<file path="src/tks_pkg.sv">
// ----------------------------------------------------------------------------
// tks_pkg: shared definitions for the topological sort block
// Sizes of the graph store, action codes and the result hand-off record.
// ----------------------------------------------------------------------------
package tks_pkg;

    localparam int MAX_VERTICES = 16;
    localparam int VID_W        = 4;                          // vertex field width
    localparam int CNT_W        = $clog2(MAX_VERTICES + 1);   // holds 0..MAX_VERTICES

    localparam logic [1:0] ACT_CLEAR = 2'd0;
    localparam logic [1:0] ACT_EDGE  = 2'd1;
    localparam logic [1:0] ACT_RUN   = 2'd2;

    // One result handed from the sequencer to the output register.
    typedef struct packed {
        logic             load;
        logic [VID_W-1:0] vertex;
        logic             vertex_valid;
        logic             cycle_found;
        logic             last;
    } emit_t;

endpackage

</file>
<file path="src/topological_sort_kahn.sv">
// ----------------------------------------------------------------------------
// topological_sort_kahn: Kahn topological sort over an adjacency bit matrix
// Stream in clear, edge and run commands; stream out the sorted vertices.
// ----------------------------------------------------------------------------
// Usage: write vertex_count (values above 16 act as 16), then send beats with
// tuser selecting the action: clear the graph, add the edge from_vertex ->
// to_vertex (ignored if either end is at or above the vertex count), or run
// the sort. Clear and edge beats give no output. A run counts the in-degrees,
// seeds the queue with the vertices of in-degree zero, releases the successors
// of each sorted vertex, then finds the queue empty and hands over the final
// beat; it waits whenever the output side stalls. A single in-degree adder
// handles one matrix bit per cycle. The input is not ready during a run.
// Vertices come out in sorted order; the final beat of a run has tlast set
// and reports in tuser whether a cycle left vertices unsorted. A run that
// sorts nothing gives one beat with vertex_valid clear. The graph is cleared
// by reset.
// ----------------------------------------------------------------------------
module topological_sort_kahn (
    input  logic        aclk,
    input  logic        aresetn,
    // Configuration: vertex_count.
    input  logic        cfg_wr_en,
    input  logic [4:0]  cfg_wr_data,
    // Command stream.
    input  logic        s_tvalid,
    output logic        s_tready,
    input  logic [7:0]  s_tdata,    // [3:0] from_vertex, [7:4] to_vertex
    input  logic [1:0]  s_tuser,    // [1:0] action
    // Result stream.
    output logic        m_tvalid,
    input  logic        m_tready,
    output logic [7:0]  m_tdata,    // [3:0] vertex, [7:4] zero
    output logic [1:0]  m_tuser,    // [0] vertex_valid, [1] cycle_found
    output logic        m_tlast     // last
);
    import tks_pkg::*;

    logic [4:0]              vertex_count_reg;
    logic [CNT_W-1:0]        n;
    logic                    accept, busy, slot_free;
    logic [VID_W-1:0]        from_vertex, to_vertex, rd_row;
    logic [MAX_VERTICES-1:0] adj_row;
    emit_t                   emit;

    logic                    m_tvalid_reg;
    logic [VID_W-1:0]        vertex_reg;
    logic                    vertex_valid_reg, cycle_found_reg, last_reg;

    // The user must write the count register only while the block is idle; the block itself does not enforce it.
    always_ff @(posedge aclk) begin
        if (!aresetn) begin
            vertex_count_reg <= '0;
        end else if (cfg_wr_en) begin
            vertex_count_reg <= cfg_wr_data;
        end
    end

    // Active vertex count, saturated to the matrix size.
    assign n = (CNT_W'(vertex_count_reg) > CNT_W'(MAX_VERTICES)) ?
               CNT_W'(MAX_VERTICES) : CNT_W'(vertex_count_reg);

    assign from_vertex = s_tdata[3:0];
    assign to_vertex   = s_tdata[7:4];
    assign s_tready    = !busy;
    assign accept      = s_tvalid && s_tready;

    tks_adj_mem u_adj (
        .aclk    (aclk),
        .aresetn (aresetn),
        .clear   (accept && s_tuser == ACT_CLEAR),
        .set_en  (accept && s_tuser == ACT_EDGE &&
                  {1'b0, from_vertex} < n && {1'b0, to_vertex} < n),
        .set_row (from_vertex),
        .set_col (to_vertex),
        .rd_row  (rd_row),
        .rd_data (adj_row)
    );

    // The output register frees up in the cycle its beat is taken, so the
    // sequencer never waits more than the consumer makes it.
    assign slot_free = !m_tvalid_reg || m_tready;

    tks_seq u_seq (
        .aclk      (aclk),
        .aresetn   (aresetn),
        .run_start (accept && s_tuser == ACT_RUN),
        .n         (n),
        .slot_free (slot_free),
        .adj_row   (adj_row),
        .rd_row    (rd_row),
        .busy      (busy),
        .emit      (emit)
    );

    always_ff @(posedge aclk) begin
        if (!aresetn) begin
            m_tvalid_reg <= 1'b0;
        end else if (emit.load) begin
            m_tvalid_reg <= 1'b1;
        end else if (m_tready) begin
            m_tvalid_reg <= 1'b0;
        end
        if (emit.load) begin
            vertex_reg       <= emit.vertex;
            vertex_valid_reg <= emit.vertex_valid;
            cycle_found_reg  <= emit.cycle_found;
            last_reg         <= emit.last;
        end
    end

    assign m_tvalid = m_tvalid_reg;
    assign m_tdata  = {4'b0000, vertex_reg};
    assign m_tuser  = {cycle_found_reg, vertex_valid_reg};
    assign m_tlast  = last_reg;

    // A run keeps the input not ready in the cycle after it is accepted.
    a_run_busy: assert property (@(posedge aclk) disable iff (!aresetn)
        accept && s_tuser == ACT_RUN |=> !s_tready)
        else $error("input ready right after a run was accepted");

    // Only the final beat of a run may carry an unsorted marker or a cycle.
    a_mid_beat: assert property (@(posedge aclk) disable iff (!aresetn)
        m_tvalid && !m_tlast |-> m_tuser[0] && !m_tuser[1])
        else $error("non-final beat is not a plain sorted vertex");

    // A run that sorts nothing reports vertex zero.
    a_empty_run: assert property (@(posedge aclk) disable iff (!aresetn)
        m_tvalid && !m_tuser[0] |-> m_tlast && m_tdata == 8'd0)
        else $error("empty result beat malformed");

    // Clear and edge beats leave the sequencer idle.
    a_cmd_idle: assert property (@(posedge aclk) disable iff (!aresetn)
        accept && s_tuser != ACT_RUN |=> s_tready)
        else $error("sequencer left idle by a non-run beat");

endmodule

</file>
<file path="src/tks_adj_mem.sv">
// ----------------------------------------------------------------------------
// tks_adj_mem: adjacency bit matrix
// One row per source vertex, one bit per destination. Cleared at reset and
// by a clear item; an edge write sets a single bit; one row is read at a time.
// ----------------------------------------------------------------------------
module tks_adj_mem (
    input  logic                                aclk,
    input  logic                                aresetn,
    input  logic                                clear,
    input  logic                                set_en,
    input  logic [tks_pkg::VID_W-1:0]           set_row,
    input  logic [tks_pkg::VID_W-1:0]           set_col,
    input  logic [tks_pkg::VID_W-1:0]           rd_row,
    output logic [tks_pkg::MAX_VERTICES-1:0]    rd_data
);
    import tks_pkg::*;

    logic [MAX_VERTICES-1:0] rows_reg [MAX_VERTICES];

    always_ff @(posedge aclk) begin
        if (!aresetn || clear) begin
            for (int r = 0; r < MAX_VERTICES; r++) begin
                rows_reg[r] <= '0;
            end
        end else if (set_en) begin
            rows_reg[set_row][set_col] <= 1'b1;
        end
    end

    assign rd_data = rows_reg[rd_row];

endmodule

</file>
<file path="src/tks_seq.sv">
// ----------------------------------------------------------------------------
// tks_seq: sort sequencer
// Walks the matrix one bit per cycle through a single in-degree adder, pausing
// on a full output register, keeps the ready queue, hands results one at a time.
// ----------------------------------------------------------------------------
module tks_seq (
    input  logic                                aclk,
    input  logic                                aresetn,
    input  logic                                run_start,
    input  logic [tks_pkg::CNT_W-1:0]           n,
    input  logic                                slot_free,
    input  logic [tks_pkg::MAX_VERTICES-1:0]    adj_row,
    output logic [tks_pkg::VID_W-1:0]           rd_row,
    output logic                                busy,
    output tks_pkg::emit_t                      emit
);
    import tks_pkg::*;

    typedef enum logic [2:0] {
        S_IDLE, S_DEG, S_SEED, S_POP, S_SCAN, S_FIN
    } state_t;

    state_t            state_reg, state_next;
    logic [VID_W-1:0]  u_reg, u_next;
    logic [VID_W-1:0]  v_reg, v_next;
    logic [VID_W-1:0]  pend_reg, pend_next;
    logic [CNT_W-1:0]  head_reg, head_next;
    logic [CNT_W-1:0]  tail_reg, tail_next;
    logic [CNT_W-1:0]  count_reg, count_next;

    logic [CNT_W-1:0]  deg_mem   [MAX_VERTICES];
    logic [VID_W-1:0]  queue_mem [MAX_VERTICES];

    logic              deg_we, q_we;
    logic [CNT_W-1:0]  deg_rd, deg_a, deg_b, deg_sum;
    logic [VID_W-1:0]  q_rd, q_wdata;
    logic              row_bit, v_last, u_last, q_empty, q_room;

    assign deg_rd  = deg_mem[v_reg];
    assign q_rd    = queue_mem[head_reg[VID_W-1:0]];
    assign rd_row  = (state_reg == S_SCAN) ? pend_reg : u_reg;
    assign row_bit = adj_row[v_reg];
    assign v_last  = ({1'b0, v_reg} == n - CNT_W'(1));
    assign u_last  = ({1'b0, u_reg} == n - CNT_W'(1));
    assign q_empty = (head_reg == tail_reg);
    assign q_room  = (tail_reg < CNT_W'(MAX_VERTICES));
    assign busy    = (state_reg != S_IDLE);

    // The one shared adder: counts up while building in-degrees, down while
    // releasing successors.
    assign deg_a   = (state_reg == S_DEG && u_reg == '0) ? '0 : deg_rd;
    assign deg_b   = (state_reg == S_DEG) ? {{(CNT_W-1){1'b0}}, row_bit} : '1;
    assign deg_sum = deg_a + deg_b;

    always_comb begin
        state_next = state_reg;
        u_next     = u_reg;
        v_next     = v_reg;
        pend_next  = pend_reg;
        head_next  = head_reg;
        tail_next  = tail_reg;
        count_next = count_reg;
        deg_we     = 1'b0;
        q_we       = 1'b0;
        q_wdata    = v_reg;
        emit       = '0;

        unique case (state_reg)
            S_IDLE: begin
                if (run_start) begin
                    u_next     = '0;
                    v_next     = '0;
                    head_next  = '0;
                    tail_next  = '0;
                    count_next = '0;
                    state_next = S_DEG;
                end
            end
            S_DEG: begin
                if (n == '0) begin
                    state_next = S_POP;
                end else begin
                    deg_we = 1'b1;
                    if (v_last) begin
                        v_next = '0;
                        if (u_last) begin
                            state_next = S_SEED;
                        end else begin
                            u_next = u_reg + VID_W'(1);
                        end
                    end else begin
                        v_next = v_reg + VID_W'(1);
                    end
                end
            end
            S_SEED: begin
                if (deg_rd == '0 && q_room) begin
                    q_we      = 1'b1;
                    tail_next = tail_reg + CNT_W'(1);
                end
                if (v_last) begin
                    state_next = S_POP;
                end else begin
                    v_next = v_reg + VID_W'(1);
                end
            end
            S_POP: begin
                if (q_empty) begin
                    state_next = S_FIN;
                end else if (count_reg == '0 || slot_free) begin
                    // The previous vertex goes out now that another follows it.
                    emit.load         = (count_reg != '0);
                    emit.vertex       = pend_reg;
                    emit.vertex_valid = 1'b1;
                    pend_next         = q_rd;
                    head_next         = head_reg + CNT_W'(1);
                    count_next        = count_reg + CNT_W'(1);
                    v_next            = '0;
                    state_next        = S_SCAN;
                end
            end
            S_SCAN: begin
                if (row_bit && deg_rd != '0) begin
                    deg_we = 1'b1;
                    if (deg_sum == '0 && q_room) begin
                        q_we      = 1'b1;
                        tail_next = tail_reg + CNT_W'(1);
                    end
                end
                if (v_last) begin
                    state_next = S_POP;
                end else begin
                    v_next = v_reg + VID_W'(1);
                end
            end
            S_FIN: begin
                if (slot_free) begin
                    emit.load = 1'b1;
                    emit.last = 1'b1;
                    if (count_reg == '0) begin
                        emit.vertex       = '0;
                        emit.vertex_valid = 1'b0;
                        emit.cycle_found  = (n != '0);
                    end else begin
                        emit.vertex       = pend_reg;
                        emit.vertex_valid = 1'b1;
                        emit.cycle_found  = (count_reg < n);
                    end
                    state_next = S_IDLE;
                end
            end
            default: state_next = S_IDLE;
        endcase
    end

    always_ff @(posedge aclk) begin
        if (!aresetn) begin
            state_reg <= S_IDLE;
            head_reg  <= '0;
            tail_reg  <= '0;
            count_reg <= '0;
        end else begin
            state_reg <= state_next;
            head_reg  <= head_next;
            tail_reg  <= tail_next;
            count_reg <= count_next;
        end
        u_reg    <= u_next;
        v_reg    <= v_next;
        pend_reg <= pend_next;
    end

    always_ff @(posedge aclk) begin
        if (deg_we) begin
            deg_mem[v_reg] <= deg_sum;
        end
        if (q_we) begin
            queue_mem[tail_reg[VID_W-1:0]] <= q_wdata;
        end
    end

endmodule
</file>
<file path="config.mk">
export PLATFORM = sky130hd
export DESIGN_NAME = topological_sort_kahn
export DESIGN_NICKNAME = d
export VERILOG_FILES = /design/src/tks_pkg.sv /design/src/topological_sort_kahn.sv /design/src/tks_adj_mem.sv /design/src/tks_seq.sv
export SDC_FILE = /design/constraint.sdc
export NUM_CORES = 1
export LEC_CHECK = 0
export BUFFER_PORTS_ARGS = -buffer_cell sky130_fd_sc_hd__buf_4
export CAP_MARGIN = 10
export CORE_AREA = 3 3 244 246
export DETAILED_ROUTE_END_ITERATION = 16
export DIE_AREA = 0 0 247 249
export PLACE_DENSITY_LB_ADDON = 0.08
export SLEW_MARGIN = 10
export SYNTH_ARGS = -nofsm -noshare
export SYNTH_HDL_FRONTEND = slang
export SYNTH_SLANG_ARGS = --single-unit
export TNS_END_PERCENT = 30
</file>
<file path="constraint.sdc">
create_clock -name aclk -period 17.29 [get_ports aclk]
set_input_delay 0.8645 -clock aclk [delete_from_list [all_inputs] [get_ports aclk]]
set_output_delay 0.8645 -clock aclk [all_outputs]
set_load 0.05 [all_outputs]
</file>
==> metrics, run 1 <==
Die W=around 250 um; Initial DRC Count=~1400; cell count after synthesis=between 1500 and 2000; die area=between 60000 and 70000 um2; FMAX=approximately 0.13 GHz; Final ANT Viol Nets=0; slowest stage delay, CP=about 0.67 ns; max FFs per register=~260; Leakage=about 8.1 nW; Worst Hold Class=reg -> reg; worst setup path endpoint=u_seq.queue_mem[2][3]; min Tclk post-route=roughly 7.9 ns; pre-CTS setup slack=9.46 ns; Max Root-Sink Buffers=3; Max transition margin=0.190; final hold slack=0.479 ns; Worst Skew=0.0251 ns; Post-CTS Hold Buffers=0; # nets final=1771; post-cts sizing count=0; top-count cell post-synth=dfxtp_1; effective utilization at floorplan=0.348; final worst slack=around 9.4 ns; RR Endpoint=u_seq.queue_mem[2][3]; Post-Synthesis Cell Area=around 20000 um2; drt total wl=around 65 mm; P&R area growth vs syn=14.0%; crit path max fanout=30; I/O pins=33; Crit path required time=~18 ns; yosys warns=0; DRC violations left=0; ant diodes=0; std cell rows=between 80 and 90; fin. max-slew vios=0; DIE HEIGHT=~250 um; wire length per cell=approximately 26 um; largest net degree at the start of global routing=between 150 and 200; Yosys reg bits=~450; initial antenna violation count=0; WP data arrival=slightly above 8 ns; Pre-antenna DRT Iters=5; post-layout util=0.397; detailed placer's ending HPWL=41.6 mm; total negative setup slack=0 ns; CTS tree=yes; PwrDens=157 nW/um2; critical path depth in cells=19; register area share after synthesis=0.527; Final Hold Vio Count=0; Pwr Total=3.59 mW; Largest delay share family, worst path=simple AND/OR/NAND/NOR gates; crit path max-delay cell type=or3b_2; area leader, netlist=dfxtp_1; Buf/Inv on CP=1; r2r startpoint=u_seq.state_reg[2]; IO Port Bufs=28; ys async rst share=0; via count=approximately 14000; Final Cycle Share=0.456; reg2reg path depth=19; crit path capture type=flop; maximum vdd drop=0.113 mV; share of post-route cells with drive strength above 1=0.154; Worst setup SP type=flop; largest cells by area after synthesis=dfxtp_1, edfxtp_1, a22o_1; Clk Tree Root Cell=clkbuf_16; Worst-Skew Late Latency=0.59 ns; setup bufs post-CTS=0; vias in the first global route=between 10000 and 15000; outcome=finished, final reports clean; Setup Viol. Count Final=0; clk slew on worst S/H paths=roughly 0.060 ns; R2R setup slack=about 9.4 ns; vias per cell=roughly 5.7; GPL Wtd Cong=around 0.85; worst path cell trace=or3b_2 > a21o_1 > buf_4 > nor2_1 > a211oi_1 > a22o_1 > o31a_1 > a311o_1 > nor3_2 > nand2_1 > ha_1 > fa_1 > xor2_1 > or4_1 > or3_1 > or2_2 > o31ai_4 > or3b_1 > nor2_1; TritonCTS Sinks=between 400 and 500; Synth top cells by count=dfxtp_1, a22o_1, edfxtp_1; maxcap violations=0; GRT overflow=0; RSZ-0062 raised after global routing=no; Tot GR Track Use=0.208; Synth cell types=79; syn avg cell area=approximately 12 um2; Synth top area share=0.283; Core Area=roughly 58000 um2; number of flops mapped to enable cells by yosys=163; most used cell, CP=nor2_1; H-tree levels=2; Post-synth top flop=dfxtp_1; Worst Tran Pin Value=1.21 ns; Crit Path Class=reg -> reg; first-pass GRT wire length=96.0 mm; Critical path origin=u_seq.state_reg[2]; CTS buffer count=50
cell type report:
cell class	count	area, um2
clock buffer	72	1430
timing repair buffer	85	658
multi-input combinational	1112	8880
sequential	447	10600
inverter	25	93.8
fill	5506	34700
clock inverter	21	283
tap	765	957
logic make-up after synthesis:
kind of cell / share of synthesized area
adders and majority gates: 0.0191
muxes: 0.124
buffers and inverters: 0.0351
xor gates and xnor gates: 0.0122
and+or+nand+nor: 0.0974
DFF: 0.527
AOI/OAI and AO/OA: 0.185
other: 0.000187
per-layer routing:
layer,vias up,global-route usage,share of wire
met2,430,0.319,0.46
met4,0,0.0666,0.032
li1,6589,-,-
met1,7355,0.300,0.46
met5,-,0,0
met3,99,0.0321,0.052
report_power, final:
group	total, mW	switching, mW	internal, mW
registers	1.33	0.0347	1.29
clock network	1.11	0.434	0.676
logic	1.15	0.804	0.345
worst min path at each step:
stage,start,end,slack (ns),depth (start not counted)
floorplan,u_adj.rows_reg[3][0],u_adj.rows_reg[3][0],0.44,1
global placement,u_adj.rows_reg[11][7],u_adj.rows_reg[11][7],0.46,1
detailed placement,u_adj.rows_reg[7][0],u_adj.rows_reg[7][0],0.46,1
CTS,u_adj.rows_reg[6][1],u_adj.rows_reg[6][1],0.48,1
global route,u_adj.rows_reg[6][1],u_adj.rows_reg[6][1],0.49,1
finish,u_adj.rows_reg[12][6],u_adj.rows_reg[12][6],0.48,1
stage by stage:
step / cell area (um2) / std cells
after floorplan: 20100 / 1730
after global placement: 21100 / 2432
after detailed placement: 21100 / 2433
after CTS: 22900 / 2526
after global routing: 22900 / 2527
final: 22900 / 2527
cells in the final DEF (no fill, tap or decap), types with 5 or more instances in the layout:
master / count
nand2_1: 138
clkinv_2: 8
inv_1: 22
o21ai_0: 28
clkbuf_8: 7
o22ai_1: 7
nor3_1: 29
buf_4: 82
a22oi_1: 11
clkbuf_16: 51
nand4_1: 16
nor2_1: 110
a21oi_1: 45
edfxtp_1: 163
a221oi_1: 14
a22o_1: 261
xor2_1: 18
and2_1: 10
bufinv_16: 7
clkbuf_1: 14
nand3b_1: 5
a2111oi_0: 8
xnor2_1: 9
nand3_1: 27
mux4_2: 62
dfxtp_1: 284
a211oi_1: 21
mux2i_1: 88
a311oi_1: 7
o21a_1: 6
ha_1: 29
mux2_2: 16
clkinv_1: 6
nor3_2: 10
a21o_1: 5
nor2b_1: 20
nand2b_1: 22
a31oi_1: 14
(Power assumes the default switching activity.)
==> run 2, diff against run 1 <==
==> constraint.sdc (replaced) <==
create_clock -name aclk -period 6.6 [get_ports aclk]
set_input_delay 0.33 -clock aclk [delete_from_list [all_inputs] [get_ports aclk]]
set_output_delay 0.33 -clock aclk [all_outputs]
set_load 0.05 [all_outputs]
==> metrics, run 2 (synthesized netlist as in run 1, its figures left out) <==
outcome=finished, final reports clean; DIE HEIGHT=249 um (unchanged); GPL Wtd Cong=0.833 (-1.5%); RR Endpoint=u_seq.queue_mem[3][1]; P&R area growth vs syn=16.0%; std cell rows=88 (unchanged); detailed placer's ending HPWL=42.6 mm (+2.4%); Placed Cells=2476 (+1.8%); Final Hold Vio Count=0 (unchanged); Final ANT Viol Nets=0 (unchanged); Setup Viol. Count Final=0 (unchanged); Hold EP=vertex_count_reg[0]; Crit path required time=6.88 ns (-10.67 ns); Worst Skew=0.0420 ns (+0.0169 ns); Worst setup SP type=flop; wire length per cell=25.3 um (-0.86%); crit path max fanout=15 (-50%); I/O pins=33 (unchanged); most frequent cells in the layout=dfxtp_1, a22o_1, edfxtp_1; die area=61500 um2 (unchanged); Clk Tree Root Cell=clkbuf_16; fill cell count=5459 (-0.85%); fin. max-slew vios=0 (unchanged); crit path capture type=flop; slowest stage delay, CP=0.46 ns (-0.21 ns); H-tree levels=2 (unchanged); FMAX=0.160 GHz (+26%); vias per cell=5.73 (about the same); via count=14735 (+1.8%); hold_sp=cfg_wr_en; Worst-Skew Late Latency=0.60 ns (about the same); crit path max-delay cell type=fa_1; PwrDens=409 nW/um2 (+160%); maxcap violations=0 (unchanged); CTS tree=yes; final hold slack=0.0815 ns (-0.397 ns); Pre-antenna DRT Iters=7 (+2); Pwr Total=9.52 mW (+170%); Post-DP Area=21500 um2 (+1.7%); share of post-route cells with drive strength above 1=0.179 (+0.0249); IO Port Bufs=28 (unchanged); Max Root-Sink Buffers=3 (unchanged); # nets final=1820 (+2.8%); max FFs per register=256 (unchanged); register area=10600 um2 (unchanged); r2r startpoint=u_seq.state_reg[2]; DRC violations left=0 (unchanged); Crit Path Class=reg -> reg; Leakage=8.32 nW (+2.5%); Max transition margin=0.147 (-0.0430); drt total wl=65.2 mm (+0.91%); Tot GR Track Use=0.209 (+0.00138); Non-Filler Instances=2572 (+1.8%); post-layout util=0.404 (+0.00673); effective utilization at floorplan=0.348 (unchanged); most used cell, CP=buf_4; most common cell after layout, fill and taps aside=dfxtp_1; WP data arrival=6.51 ns (-1.63 ns); first-pass GRT wire length=97.4 mm (+1.4%); GRT overflow=0 (unchanged); Die W=247 um (unchanged); Largest delay share family, worst path=simple AND/OR/NAND/NOR gates; min Tclk post-route=6.24 ns (-1.64 ns); Core Area=57600 um2 (unchanged); R2R setup slack=0.36 ns (-9.05 ns); Final Cell Area=23300 um2 (+1.7%); area of the multi-input gates=8940 um2 (+0.69%); Hold Path Depth=3 (+2); reg2reg path depth=21 (+2); Worst Tran Pin Value=1.27 ns (+0.0638 ns); worst path cell trace=buf_4 > nor4bb_2 > buf_4 > a21o_2 > buf_6 > mux2i_1 > a211oi_1 > a22o_1 > o31a_1 > a311o_1 > nor3_2 > nand2_1 > ha_1 > fa_1 > xor2_1 > or4_1 > or3_1 > or2_2 > o31ai_4 > or3b_4 > nor2_2; Buf/Inv on CP=3 (+2); TritonCTS Sinks=447 (unchanged); Final Cycle Share=0.945 (+0.489); clk slew on worst S/H paths=0.06 ns (about the same); vias in the first global route=14659 (+3.1%); initial antenna violation count=0 (unchanged); maximum vdd drop=0.267 mV (+140%); Worst Hold Class=in -> reg; ant diodes=0 (unchanged); CTS buffer count=50 (unchanged); largest net degree at the start of global routing=257 (+46%); RSZ-0062 raised after global routing=yes; Initial DRC Count=1166 (-15%)
==> run 2: layout make-up <==
type / instances / area share
sequential: 447 / 0.455
clock inverter: 19 / 0.00855
inverter: 25 / 0.00403
timing repair buffer: 134 / 0.0471
tap: 765 / 0.0411
clock buffer: 70 / 0.0601
multi-input combinational: 1112 / 0.384
==> run 2: stage by stage <==
step	setup WS, ns	setup TNS [ns]
global route	-0.00998	-0.0942
floorplan	0.504	0
global placement	0.196	0
detailed placement	0.119	0
CTS	0.0692	0
finish	0.364	0
==> run 2: layer usage <==
metal  global-route usage  wire length (um)
met5                    0                 0
met4               0.0517              1450
met3               0.0286              2720
met2                0.337             30400
met1                0.297             30600
==> run 2: worst max-delay path by stage <==
stage / startpoint / end / slack [ns] / cells past startpoint
floorplan: u_seq.state_reg[2] / u_seq.queue_mem[2][0] / 0.50 / 20
global placement: u_seq.state_reg[0] / u_seq.queue_mem[3][0] / 0.20 / 18
detailed placement: u_seq.state_reg[0] / u_seq.queue_mem[0][2] / 0.12 / 18
CTS: u_seq.state_reg[0] / u_seq.queue_mem[3][1] / 0.07 / 18
global route: u_seq.state_reg[2] / u_seq.queue_mem[5][3] / -0.01 / 22
finish: u_seq.state_reg[2] / u_seq.queue_mem[3][1] / 0.36 / 21
==> run 2: what timing repair did <==
action,CTS,global route
buffers inserted,0,1
gates resized for setup,0,26
hold endpoints to repair,5,0
hold buffers,5,0
setup endpoints to repair,0,67
==> run 2: power by group <==
group | switching (mW) | internal, mW
Clock | 1.14 | 1.62
Combinational | 2.17 | 1.09
Sequential | 0.114 | 3.38
==> run 2: worst reg2reg max path, stage by stage (launching register included) <==
cell,delay (ns)
dfxtp_1,0.35
buf_4,0.21
nor4bb_2,0.25
buf_4,0.23
a21o_2,0.25
buf_6,0.22
mux2i_1,0.26
a211oi_1,0.10
a22o_1,0.21
o31a_1,0.32
a311o_1,0.37
nor3_2,0.23
nand2_1,0.11
ha_1,0.23
fa_1,0.46
xor2_1,0.17
or4_1,0.40
or3_1,0.35
or2_2,0.31
o31ai_4,0.21
or3b_4,0.46
nor2_2,0.23
